==> src/sv/signed_divider_64_defines.svh <==
// Assertion macros shared by the signed 64-bit divider RTL.
`ifndef SIGNED_DIVIDER_64_DEFINES_SVH
`define SIGNED_DIVIDER_64_DEFINES_SVH

// Same-cycle implication, checked at every rising clock edge outside reset.
`define SDIV64_ASSERT_NOW(lbl, ante, cons, msg) \
	lbl: assert property (@(posedge clk) disable iff (!arst_n) (ante) |-> (cons)) \
		else $error(msg);

// Next-cycle implication, checked at every rising clock edge outside reset.
`define SDIV64_ASSERT_NEXT(lbl, ante, cons, msg) \
	lbl: assert property (@(posedge clk) disable iff (!arst_n) (ante) |=> (cons)) \
		else $error(msg);

`endif

==> src/sv/sdiv64_pkg.sv <==
// Package with the widths and the stage records of the signed 64-bit divider.
package sdiv64_pkg;

	localparam int unsigned DataW  = 64;
	localparam int unsigned Steps  = DataW;
	localparam int unsigned InW    = 2 * DataW;
	localparam int unsigned OutW   = 2 * DataW;

	// Work record carried through the shift-subtract stages. The dividend
	// bits leave num at the top while the quotient bits enter at the bottom.
	typedef struct packed {
		logic [DataW-1:0] rem;
		logic [DataW-1:0] num;
		logic [DataW-1:0] den;
		logic             q_neg;
		logic             r_neg;
		logic             dz;
	} sdiv64_work_t;

	// Finished result as it leaves the pipeline.
	typedef struct packed {
		logic [DataW-1:0] quotient;
		logic [DataW-1:0] remainder;
		logic             div_by_zero;
	} sdiv64_res_t;

endpackage

==> src/sv/sdiv64_step.sv <==
// One restoring shift-subtract step: produces one quotient bit per stage.
module sdiv64_step (
	input  logic                     clk,
	input  logic                     arst_n,
	input  logic                     en,
	input  logic                     in_valid,
	input  sdiv64_pkg::sdiv64_work_t in_work,
	output logic                     valid_s,
	output sdiv64_pkg::sdiv64_work_t work_s
);

	logic                         carry;
	logic [sdiv64_pkg::DataW-1:0] shifted;
	logic [sdiv64_pkg::DataW:0]   diff;
	logic                         fits;
	sdiv64_pkg::sdiv64_work_t     work_d;

	// The bit shifted out of the partial remainder counts as a 65th bit, so
	// the divisor always fits when it is set.
	assign carry   = in_work.rem[sdiv64_pkg::DataW-1];
	assign shifted = {in_work.rem[sdiv64_pkg::DataW-2:0], in_work.num[sdiv64_pkg::DataW-1]};
	assign diff    = {carry, shifted} - {1'b0, in_work.den};
	assign fits    = ~diff[sdiv64_pkg::DataW];

	always_comb begin
		work_d     = in_work;
		work_d.rem = fits ? diff[sdiv64_pkg::DataW-1:0] : shifted;
		work_d.num = {in_work.num[sdiv64_pkg::DataW-2:0], fits};
	end

	always_ff @(posedge clk or negedge arst_n) begin
		if (!arst_n) begin
			valid_s <= 1'b0;
		end else if (en) begin
			valid_s <= in_valid;
		end
	end

	always_ff @(posedge clk) begin
		if (en) begin
			work_s <= work_d;
		end
	end

endmodule

==> config.mk <==
export PLATFORM = sky130hd
export DESIGN_NAME = sdiv64_step
export DESIGN_NICKNAME = d
export VERILOG_FILES = /design/src/sv/signed_divider_64_defines.svh /design/src/sv/sdiv64_pkg.sv /design/src/sv/sdiv64_step.sv
export SDC_FILE = /design/constraint.sdc
export NUM_CORES = 1
export LEC_CHECK = 0
export BUFFER_PORTS_ARGS = -buffer_cell sky130_fd_sc_hd__buf_2
export CORE_MARGIN = 2
export CORE_UTILIZATION = 45
export DETAILED_ROUTE_END_ITERATION = 8
export GPL_TIMING_DRIVEN = 0
export MAX_ROUTING_LAYER = met4
export PLACE_DENSITY = 0.77
export SYNTH_ARGS = -nofsm -noshare
export SYNTH_HDL_FRONTEND = slang
export SYNTH_SLANG_ARGS = --single-unit
==> constraint.sdc <==
create_clock -name clk -period 0.8 [get_ports clk]
set_input_delay 0.16 -clock clk [delete_from_list [all_inputs] [get_ports clk]]
set_output_delay 0.16 -clock clk [all_outputs]
set_load 0.01 [all_outputs]
==> results of run 1 <==
[cells by family after synthesis]
| logic type | count (synthesis) |
|---|---|
| AO/OA/AOI/OAI | 240 |
| XOR/XNOR | 54 |
| adder cells (fa/ha/maj) | 65 |
| buffers and inverters | 123 |
| flip-flops | 196 |
| multiplexers | 60 |
| AND/OR/NAND/NOR | 222 |
[report_power, final]
group | switching (uW) | total [uW] | internal [uW]
clock | 4870 | 9310 | 4440
combinational | 5030 | 9800 | 4760
sequential | 319 | 13000 | 12700
[routing by layer]
layer	vias up	global-route usage [%]	routed length (um)
met4	0	10.8	1280
met5	-	-	0
li1	4734	-	-
met3	77	6.25	2720
met1	4786	32.2	14000
met2	476	48.4	18700
[final cells by class]
type                    instances  area share (%)
clock inverters                15            1.33
diodes                          9           0.133
well taps                     324            2.40
inverters                      88            2.15
multi-input cells             641            32.1
plain buffers                  18           0.941
repair buffers                580            23.6
flip-flops and latches        196            34.8
clock buffers                  17            2.52
[flip-flops by register name (all words and copies together) (netlist names)]
signal	cells
valid_s	1
work_s	195
[how the worst max path moves through the flow]
stage	from	end	cells past startpoint
6_report	in_work[33]	work_s[188]$_DFFE_PP_	16
5_1_grt	in_work[33]	work_s[188]$_DFFE_PP_	16
4_1_cts	in_work[130]	work_s[188]$_DFFE_PP_	17
3_5_place_dp	in_work[130]	work_s[188]$_DFFE_PP_	17
3_3_place_gp	en	valid_s$_DFFE_PN0P_	2
2_1_floorplan	in_work[130]	work_s[188]$_DFFE_PP_	16
[per-stage QoR]
step           total power [uW]  util (%)  cell area, um^2  std cells
6_report                  32100      69.6            16900       1888
5_1_grt                   33400      69.6            16900       1888
4_1_cts                   31700      68.0            16500       1869
3_5_place_dp              20900      56.6            13700       1679
3_3_place_gp              20800      56.4            13700       1678
2_1_floorplan             18000         -            11300        960
[what timing repair did]
item / in CTS / in global routing
pin swaps: 32 / 33
setup endpoints to repair: 380 / 284
endpoints found under the hold margin: 132 / 0
setup buffers: 36 / 19
cloned: 4 / 0
resized for setup: 96 / 87
hold buffers: 132 / 0
[synth_stat cells (all sizes together), types with 6 or more instances]
| library cell | n | area (um^2) |
|---|---|---|
| nand3 | 11 | 55.1 |
| nand2 | 67 | 251 |
| xor2 | 22 | 193 |
| a21o | 32 | 240 |
| nor2b | 13 | 81.3 |
| nand2b | 8 | 50.1 |
| nor3 | 14 | 70.1 |
| nor2 | 46 | 173 |
| mux2 | 51 | 578 |
| edfxtp | 195 | 5860 |
| o21a | 9 | 67.6 |
| inv | 88 | 333 |
| ha | 64 | 801 |
| o21bai | 13 | 97.6 |
| a31oi | 10 | 62.6 |
| o31ai | 6 | 45.0 |
| nand4 | 22 | 150 |
| buf | 14 | 109 |
| clkbuf | 21 | 81.3 |
| xnor2 | 32 | 280 |
| o21ai | 44 | 228 |
| mux2i | 9 | 90.1 |
| a21oi | 80 | 408 |
| a211oi | 7 | 57.6 |
| and3 | 10 | 62.6 |
==> metrics.yaml, run 1 <==
cts_made_buffers: 17
min_period_over_period_pct: 356
ff_latch_area_mm2: 0.00588
hold_viol: 0
vias: 10073
syn_nets: 1224
rows: 57
synth-xor-area-share_pct: 4.27
clkTransAtPathRegs_ns: 0.08
worst_slack_ns: -2.04
antenna_found_initial: 9
leakagePower_uw: 0.00731
gr-usage-all-layers_pct: 28.1
period_minus_slack_ns: 2.84
hpwl_um: 24500
timing.rr.end: "valid_s$_DFFE_PN0P_"
ys_ff_latch: 196
layout_commonest_cell: "buf_2"
cp_top_family: "compound AO/OA/AOI/OAI gates"
p_per_area_mw_per_mm2: 1900
max_stage_delay_ns: 0.39
start_kind: "input port"
port_buffers: 394
status: "finished with violations"
drt_pass1_iterations: 5
grt_max_degree: 61
cts_tree: "yes"
die_h_um: 161
setup.worst_path.class: "in2reg"
gp_congestion: 0.911
endpoint_kind: "flip-flop"
die_area_mm2: 0.0259
ant_nets: 0
cts.path.max_buffers: 2
grt_pass1_vias: 10170
final_layout_size_suffix_gt1_share_pct: 42.6
globalRoute.totalOverflow: 0
cts.sinks: 196
area_growth_pct: 52.4
mostFrequentLayoutCells: "370 x buf_2, 195 x edfxtp_1, 132 x dlygate4sd3_1, 71 x inv_1, 65 x a21oi_1"
avgSynthCellArea_um2: 11.5
cp_common_cell: "buf_12"
worstMarginPinSlew_ns: 0.598
core_mm2: 0.0242
drtIter0Drc: 785
setup_viol: 261
slew_violations: 0
tns_ns: -190.38
required_ns: 0.99
post-place-ws_ns: -3.21
synth-simple-area-share_pct: 10.3
worstRegToRegCells: 1
grt_pass1_wl_um: 54900
synth_cell_type_count: 76
ctsHtreeMaxLevel: 4
num-nets-final: 1806
crit_path_top_delay_cell: "ha_1"
ir_drop_uv: 1280
syn_inst: 960
synth-main-ff-cell: "edfxtp_1"
synthMuxAreaShare_pct: 6.03
multi_input_area_mm2: 0.00543
viasPerCell: 5.34
initial_core_util_pct: 45.7
r2r_slack_ns: 0.06
cts_root_buf: "clkbuf_16"
clock_skew_ns: 0
worst-path-max-fanout: 6
insertion_delay_ns: 0.43
yosysWarnings: 0
ios: 395
holdCritPathClass: "in2async"
synth_edf_count: 195
critPathArrivalTime_ns: 3.03
synth_top_family_by_area: "compound AO/OA/AOI/OAI gates"
path_buf_inv: 6
fmax_ghz: 0.352
nFillCells: 1741
die_x_um: 161
synth_compound_area_share_pct: 14.2
worstPathCellList: "buf_2, inv_1, ha_1, nand2_1, o21a_1, a211o_1, nor2_1, o21ai_4, a211oi_4, buf_4, or3_4, and3_4, inv_8, buf_12, buf_12, mux2_4"
whs_ns: 0.0210
drc: 0
maxCapViolations: 0
max_slew_margin_pct: 59.7
synth-adder-area-share_pct: 7.41
rsz0062_at_grt: "yes"
violations: "setup timing"
post_drt_wl_per_cell_um: 19.4
reg2reg_from: "valid_s$_DFFE_PN0P_"
syn_area_mm2: 0.0111
synth_seq_area_share_pct: 53.1
ys_async_sr_fraction_pct: 0.510
drt_wl_total_um: 36700
Note: power is estimated with default switching activity, not from simulation.
==> inputs of run 2 (changes only) <==
--- a/config.mk
+++ b/config.mk
@@ -12,6 +12,7 @@
 export GPL_TIMING_DRIVEN = 0
 export MAX_ROUTING_LAYER = met4
 export PLACE_DENSITY = 0.77
+export REMOVE_ABC_BUFFERS = 1
 export SYNTH_ARGS = -nofsm -noshare
 export SYNTH_HDL_FRONTEND = slang
 export SYNTH_SLANG_ARGS = --single-unit
==> constraint.sdc (replaced) <==
create_clock -name clk -period 0.8 [get_ports clk]
set_input_delay 0 -clock clk [delete_from_list [all_inputs] [get_ports clk]]
set_output_delay 0 -clock clk [all_outputs]
set_load 0.01 [all_outputs]
==> metrics.yaml, run 2 (same netlist as run 1, synthesis figures left out) <==
drtIter0Drc: 1159  # was 785
ant_nets: 0  # unchanged
rows: 57  # unchanged
ctsHtreeMaxLevel: 4  # unchanged
top_regs: "work_s (195), valid_s (1)"  # unchanged
wl_met1_um: 15800  # was 14000 um
die_area_mm2: 0.0259  # unchanged
worstMarginPinSlew_ns: 0.704  # was 0.598 ns
clock_skew_ns: 0  # unchanged
period_minus_slack_ns: 2.78  # was 2.84 ns
grt_pass1_vias: 10612  # was 10170
layout_commonest_cell: "buf_2"  # unchanged
largest_reg_flops: 195  # unchanged
leakagePower_uw: 0.00764  # was 0.00731 uW
gp_congestion: 0.888  # was 0.911
num-nets-final: 1846  # was 1806
min_period_over_period_pct: 348  # was 356%
drc: 0  # unchanged
hpwl_um: 24100  # was 24500 um
rsz0062_at_grt: "yes"  # unchanged
area_growth_pct: 55.7  # was 52.4%
insertion_delay_ns: 0.45  # was 0.43 ns
vias: 10907  # was 10073
dpl-instance-area_mm2: 0.0133  # was 0.0137 mm^2
clkTransAtPathRegs_ns: 0.09  # was 0.08 ns
setup.worst_path.class: "in2reg"  # unchanged
worst-path-max-fanout: 8  # was 6
wl_met2_um: 20800  # was 18700 um
max_slew_margin_pct: 52.7  # was 59.7%
nFillCells: 1600  # was 1741
cts_root_buf: "clkbuf_16"  # unchanged
worst_slack_ns: -1.98  # was -2.04 ns
maxCapViolations: 0  # unchanged
antenna_found_initial: 7  # was 9
top_layer_used: "met4"  # unchanged
multi_input_area_mm2: 0.00540  # was 0.00543 mm^2
drt_pass1_iterations: 7  # was 5
die_x_um: 161  # unchanged
holdCritPathClass: "in2reg"  # was in2async
start_kind: "input port"  # unchanged
p_per_area_mw_per_mm2: 1900  # about the same
cts_made_buffers: 17  # unchanged
cts_tree: "yes"  # unchanged
top_register: "work_s"  # unchanged
drt_wl_total_um: 42400  # was 36700 um
status: "finished with violations"  # unchanged
viasPerCell: 5.66  # was 5.34
core_mm2: 0.0242  # unchanged
endpoint_kind: "flip-flop"  # unchanged
fmax_ghz: 0.360  # was 0.352 GHz
port_buffers: 394  # unchanged
violations: "setup timing"  # unchanged
cts.sinks: 196  # unchanged
gr-usage-all-layers_pct: 31.0  # was 28.1%
globalRoute.totalOverflow: 0  # unchanged
post_drt_wl_per_cell_um: 22.0  # was 19.4 um
grt_pass1_wl_um: 59900  # was 54900 um
wl_met3_um: 3590  # was 2720 um
required_ns: 0.99  # about the same
ios: 395  # unchanged
grt_max_degree: 112  # was 61
final_layout_size_suffix_gt1_share_pct: 39.1  # was 42.6%
mostFrequentLayoutCells: "376 x buf_2, 195 x edfxtp_1, 193 x dlygate4sd3_1, 78 x inv_1, 71 x a21oi_1"  # was 370 x buf_2, 195 x edfxtp_1, 132 x dlygate4sd3_1, 71 x inv_1, 65 x a21oi_1
ff_latch_area_mm2: 0.00588  # unchanged
ir_drop_uv: 1030  # was 1280 uV
slew_violations: 0  # unchanged
hold_viol: 0  # unchanged
die_h_um: 161  # unchanged
setup_viol: 261  # unchanged
cts.path.max_buffers: 2  # unchanged
initial_core_util_pct: 45.7  # unchanged
critPathArrivalTime_ns: 2.98  # was 3.03 ns
design_area_mm2: 0.0172  # was 0.0169 mm^2
post-route-util_pct: 71.1  # was 69.6%
-- run 2: cell types whose count changed in the layout (fill, tap and decap cells not counted), moves of 5 or more --
cell | before | now
buf_12 | 5 | 0
inv_2 | 11 | 6
buf_6 | 28 | 19
mux2_4 | 7 | 50
inv_1 | 71 | 78
buf_4 | 48 | 37
clkbuf_1 | 8 | 0
ha_1 | 34 | 41
buf_2 | 370 | 376
dlygate4sd3_1 | 132 | 193
ha_4 | 22 | 16
mux2_2 | 44 | 1
a21oi_1 | 65 | 71
-- run 2: path summary, 6_finish.rpt --
kind                                      from                     to  slack [ns]  cells past startpoint
max in group asynchronous               arst_n    valid_s$_DFFE_PN0P_        0.32                      3
hold / removal                    in_work[188]  work_s[189]$_DFFE_PP_        0.01                      3
min in group asynchronous               arst_n    valid_s$_DFFE_PN0P_        0.38                      3
setup reg to reg           valid_s$_DFFE_PN0P_    valid_s$_DFFE_PN0P_        0.06                      1
setup / recovery                   in_work[25]  work_s[172]$_DFFE_PP_       -1.98                     14
hold reg to reg            valid_s$_DFFE_PN0P_    valid_s$_DFFE_PN0P_        0.52                      1
-- run 2: where the power goes --
| group | switching, uW | internal (uW) |
|---|---|---|
| clock network | 4840 | 4280 |
| registers | 351 | 12700 |
| logic | 5560 | 4970 |
| total | 10800 | 22000 |
-- run 2: worst max-delay path, cell delays in order --
cell	delay [ns]
buf_2	0.11
inv_2	0.05
ha_4	0.30
nand2_2	0.10
nor4b_4	0.39
nand4_1	0.22
o22ai_4	0.24
o21ai_4	0.12
a211oi_4	0.32
or3_4	0.19
and3_4	0.21
buf_16	0.26
clkinv_16	0.13
mux2_4	0.32
-- run 2: layout make-up --
type                    instances  area share [%]
diodes                          9           0.131
clock buffers                  17            2.47
clock inverters                14            1.02
inverters                      88            2.07
multi-input cells             641            31.3
flip-flops and latches        196            34.1
well taps                     324            2.35
repair buffers                632            25.8
repair inverters                6           0.733
-- run 2: routing by layer --
metal | up-vias | track usage [%]
li1 | 4834 | -
met1 | 5169 | 36.2
met2 | 729 | 52.9
met3 | 175 | 5.06
met4 | 0 | 13.3
met5 | - | -
-- run 2: what timing repair did --
| item | 4_1_cts | 5_1_grt |
|---|---|---|
| buffers inserted | 22 | 21 |
| hold buffers | 193 | 0 |
| resized for setup | 175 | 47 |
| gates cloned | 6 | 1 |
| pin swaps | 40 | 27 |
| endpoints found under the setup margin | 347 | 343 |
| hold endpoints to repair | 192 | 0 |
-- run 2: metrics by stage --
stage	setup TNS [ns]	worst slack [ns]	instances	hold slack (ns)	total power, uW
2_1_floorplan	-147.41	-2.36	925	-0.296	17700
6_report	-156.93	-1.98	1927	0.0118	32700
4_1_cts	-150.46	-1.85	1896	0.00114	31600
3_5_place_dp	-311.12	-3.54	1644	-0.223	20600
3_3_place_gp	-766.42	-3.52	1643	-0.225	20500
5_1_grt	-169.81	-2.11	1925	0.0216	33700
==> inputs of run 3 (changes only) <==
--- a/config.mk
+++ b/config.mk
@@ -6,12 +6,12 @@
 export NUM_CORES = 1
 export LEC_CHECK = 0
 export BUFFER_PORTS_ARGS = -buffer_cell sky130_fd_sc_hd__buf_2
-export CORE_MARGIN = 2
+export CORE_MARGIN = 4
 export CORE_UTILIZATION = 45
 export DETAILED_ROUTE_END_ITERATION = 8
 export GPL_TIMING_DRIVEN = 0
 export MAX_ROUTING_LAYER = met4
-export PLACE_DENSITY = 0.77
+export PLACE_DENSITY = 0.74
 export REMOVE_ABC_BUFFERS = 1
 export SYNTH_ARGS = -nofsm -noshare
 export SYNTH_HDL_FRONTEND = slang
==> constraint.sdc (replaced) <==
create_clock -name clk -period 2.6 [get_ports clk]
set_input_delay 0 -clock clk [delete_from_list [all_inputs] [get_ports clk]]
set_output_delay 0 -clock clk [all_outputs]
set_load 0.01 [all_outputs]
==> metrics.yaml, run 3 (same netlist as run 1, synthesis figures left out) <==
antenna_found_initial: 4  # was 7
worstMarginPinSlew_ns: 0.830  # was 0.704 ns
wl_met3_um: 2960  # was 3590 um
port_buffers: 394  # unchanged
top_layer_used: "met4"  # unchanged
layout_commonest_cell: "buf_2"  # unchanged
reg2reg_from: "valid_s$_DFFE_PN0P_"  # unchanged
period_minus_slack_ns: 2.75
fmax_ghz: 0.363
grt_pass1_wl_um: 56500  # was 59900 um
drt_wl_total_um: 40200  # was 42400 um
combinationalPowerShare_pct: 32.0  # was 32.2%
timing.rr.end: "valid_s$_DFFE_PN0P_"  # unchanged
worst_slack_ns: -0.152  # was -1.98 ns
wl_met2_um: 20500  # was 20800 um
insertion_delay_ns: 0.43  # was 0.45 ns
cts_tree: "yes"  # unchanged
die_x_um: 165  # was 161 um
min_period_over_period_pct: 106
netSwitchingPower_uw: 3170  # was 10800 uW
max_slew_margin_pct: 44.7  # was 52.7%
slew_violations: 0  # unchanged
start_kind: "input port"  # unchanged
critPathArrivalTime_ns: 2.93  # was 2.98 ns
leakagePower_uw: 0.00755  # was 0.00764 uW
die_area_mm2: 0.0272  # was 0.0259 mm^2
clkTransAtPathRegs_ns: 0.08  # was 0.09 ns
pwr-share-seq_pct: 40.6  # was 39.9%
grt_max_degree: 103  # was 112
clkPwrFrac_pct: 27.4  # was 27.9%
gp_congestion: 0.880  # was 0.888
drt_pass1_iterations: 6  # was 7
viasPerCell: 5.39  # was 5.66
area_growth_pct: 54.2  # was 55.7%
cts_root_buf: "clkbuf_16"  # unchanged
ctsHtreeMaxLevel: 4  # unchanged
num-nets-final: 1838  # was 1846
status: "finished with violations"  # unchanged
dpl-instance-area_mm2: 0.0133  # unchanged
wl_met1_um: 15100  # was 15800 um
hp-start: "in_work[188]"  # unchanged
min_to: "work_s[189]$_DFFE_PP_"  # unchanged
endpoint_kind: "flip-flop"  # unchanged
die_h_um: 165  # was 161 um
post_drt_wl_per_cell_um: 21.0  # was 22.0 um
cts_made_buffers: 17  # unchanged
vias: 10323  # was 10907
r2r_slack_ns: 1.86  # was 0.06 ns
p_per_area_mw_per_mm2: 578  # was 1900 mW/mm^2
top_register: "work_s"  # unchanged
holdPathStages: 3  # unchanged
largest_reg_flops: 195  # unchanged
clock_skew_ns: 0  # unchanged
setup.worst_path.class: "in2reg"  # unchanged
worstRegToRegCells: 1  # unchanged
violations: "setup timing"  # unchanged
core_mm2: 0.0242  # unchanged
holdCritPathClass: "in2reg"  # unchanged
ios: 395  # unchanged
drtIter0Drc: 892  # was 1159
rsz0062_at_grt: "yes"  # unchanged
gr-usage-all-layers_pct: 27.9  # was 31.0%
required_ns: 2.78  # was 0.99 ns
ant_nets: 0  # unchanged
maxCapViolations: 0  # unchanged
swShare_pct: 32.1  # was 32.9%
design_area_mm2: 0.0171  # was 0.0172 mm^2
top_regs: "work_s (195), valid_s (1)"  # unchanged
cts.path.max_buffers: 2  # unchanged
intPower_uw: 6700  # was 22000 uW
drc: 0  # unchanged
hpwl_um: 24800  # was 24100 um
mostFrequentLayoutCells: "385 x buf_2, 195 x edfxtp_1, 192 x dlygate4sd3_1, 79 x inv_1, 67 x a21oi_1"  # was 376 x buf_2, 195 x edfxtp_1, 193 x dlygate4sd3_1, 78 x inv_1, 71 x a21oi_1
hold_viol: 0  # unchanged
post-place-ws_ns: -1.78  # was -3.54 ns
rows: 57  # unchanged
final_layout_size_suffix_gt1_share_pct: 39.0  # was 39.1%
setup_viol: 59  # was 261
worst-path-max-fanout: 8  # unchanged
nFillCells: 1709  # was 1600
globalRoute.totalOverflow: 0  # unchanged
ir_drop_uv: 426  # was 1030 uV
grt_pass1_vias: 10241  # was 10612
initial_core_util_pct: 45.7  # unchanged
cts.sinks: 196  # unchanged
==> run 3: power groups by stage <==
stage | Clock, uW | Sequential (uW) | Combinational (uW)
2_1_floorplan | 0 | 4270 | 1170
3_3_place_gp | 0 | 4070 | 2250
3_5_place_dp | 0 | 4070 | 2290
4_1_cts | 2670 | 4000 | 2940
5_1_grt | 2860 | 4040 | 3370
6_report | 2710 | 4010 | 3160
==> run 3: metal layers <==
metal	GRT usage [%]	vias up
li1	-	4790
met2	47.9	523
met4	11.5	0
met3	4.69	95
met1	32.7	4915
met5	-	-
==> run 3: worst max-delay path by stage <==
stage | from | to | slack (ns) | cells past startpoint
finish | in_work[26] | work_s[169]$_DFFE_PP_ | -0.15 | 14
global route | in_work[27] | work_s[167]$_DFFE_PP_ | -0.23 | 14
CTS | in_work[130] | work_s[181]$_DFFE_PP_ | -0.04 | 15
detailed placement | in_work[30] | work_s[157]$_DFFE_PP_ | -1.78 | 13
global placement | in_work[30] | work_s[157]$_DFFE_PP_ | -1.75 | 13
floorplan | in_work[30] | work_s[133]$_DFFE_PP_ | -0.56 | 12
==> run 3: area by class of cell <==
type                    count  area (um^2)  share of cell area, %
flip-flops and latches    196         5880                   34.4
multi-input cells         641         5390                   31.6
repair buffers            623         4310                   25.2
clock buffers              17          425                   2.49
well taps                 324          405                   2.37
inverters                  88          367                   2.15
clock inverters            14          160                  0.937
repair inverters            7          133                  0.776
diodes                      4         10.0                 0.0586
==> run 3: metrics by stage <==
step | power [uW] | std cells | util [%] | hold slack, ns | setup TNS (ns)
after floorplan | 5430 | 925 | - | -0.296 | -30.95
after global placement | 6320 | 1643 | 54.7 | -0.226 | -302.58
after detailed placement | 6350 | 1644 | 54.9 | -0.225 | -107.32
after CTS | 9610 | 1894 | 68.7 | 0.00905 | -0.812
after global routing | 10300 | 1914 | 70.5 | 0.0138 | -9.80
final | 9870 | 1914 | 70.5 | 0.0231 | -4.99
==> run 3: what timing repair did <==
action | in CTS | in global routing
gates resized for setup | 144 | 62
pin swaps | 30 | 36
cloned | 7 | 0
endpoints found under the setup margin | 65 | 64
hold buffers | 192 | 0
setup buffers | 20 | 16
hold endpoints to repair | 191 | 0
==> run 3: critical path, stage by stage <==
cell	delay, ns
buf_2	0.09
inv_1	0.07
ha_4	0.31
nand2_2	0.10
nor4b_4	0.39
nand4_1	0.22
o22ai_4	0.25
o21ai_4	0.11
a211oi_4	0.32
or3_4	0.19
and3_4	0.22
buf_12	0.21
clkinv_16	0.11
mux2_4	0.31
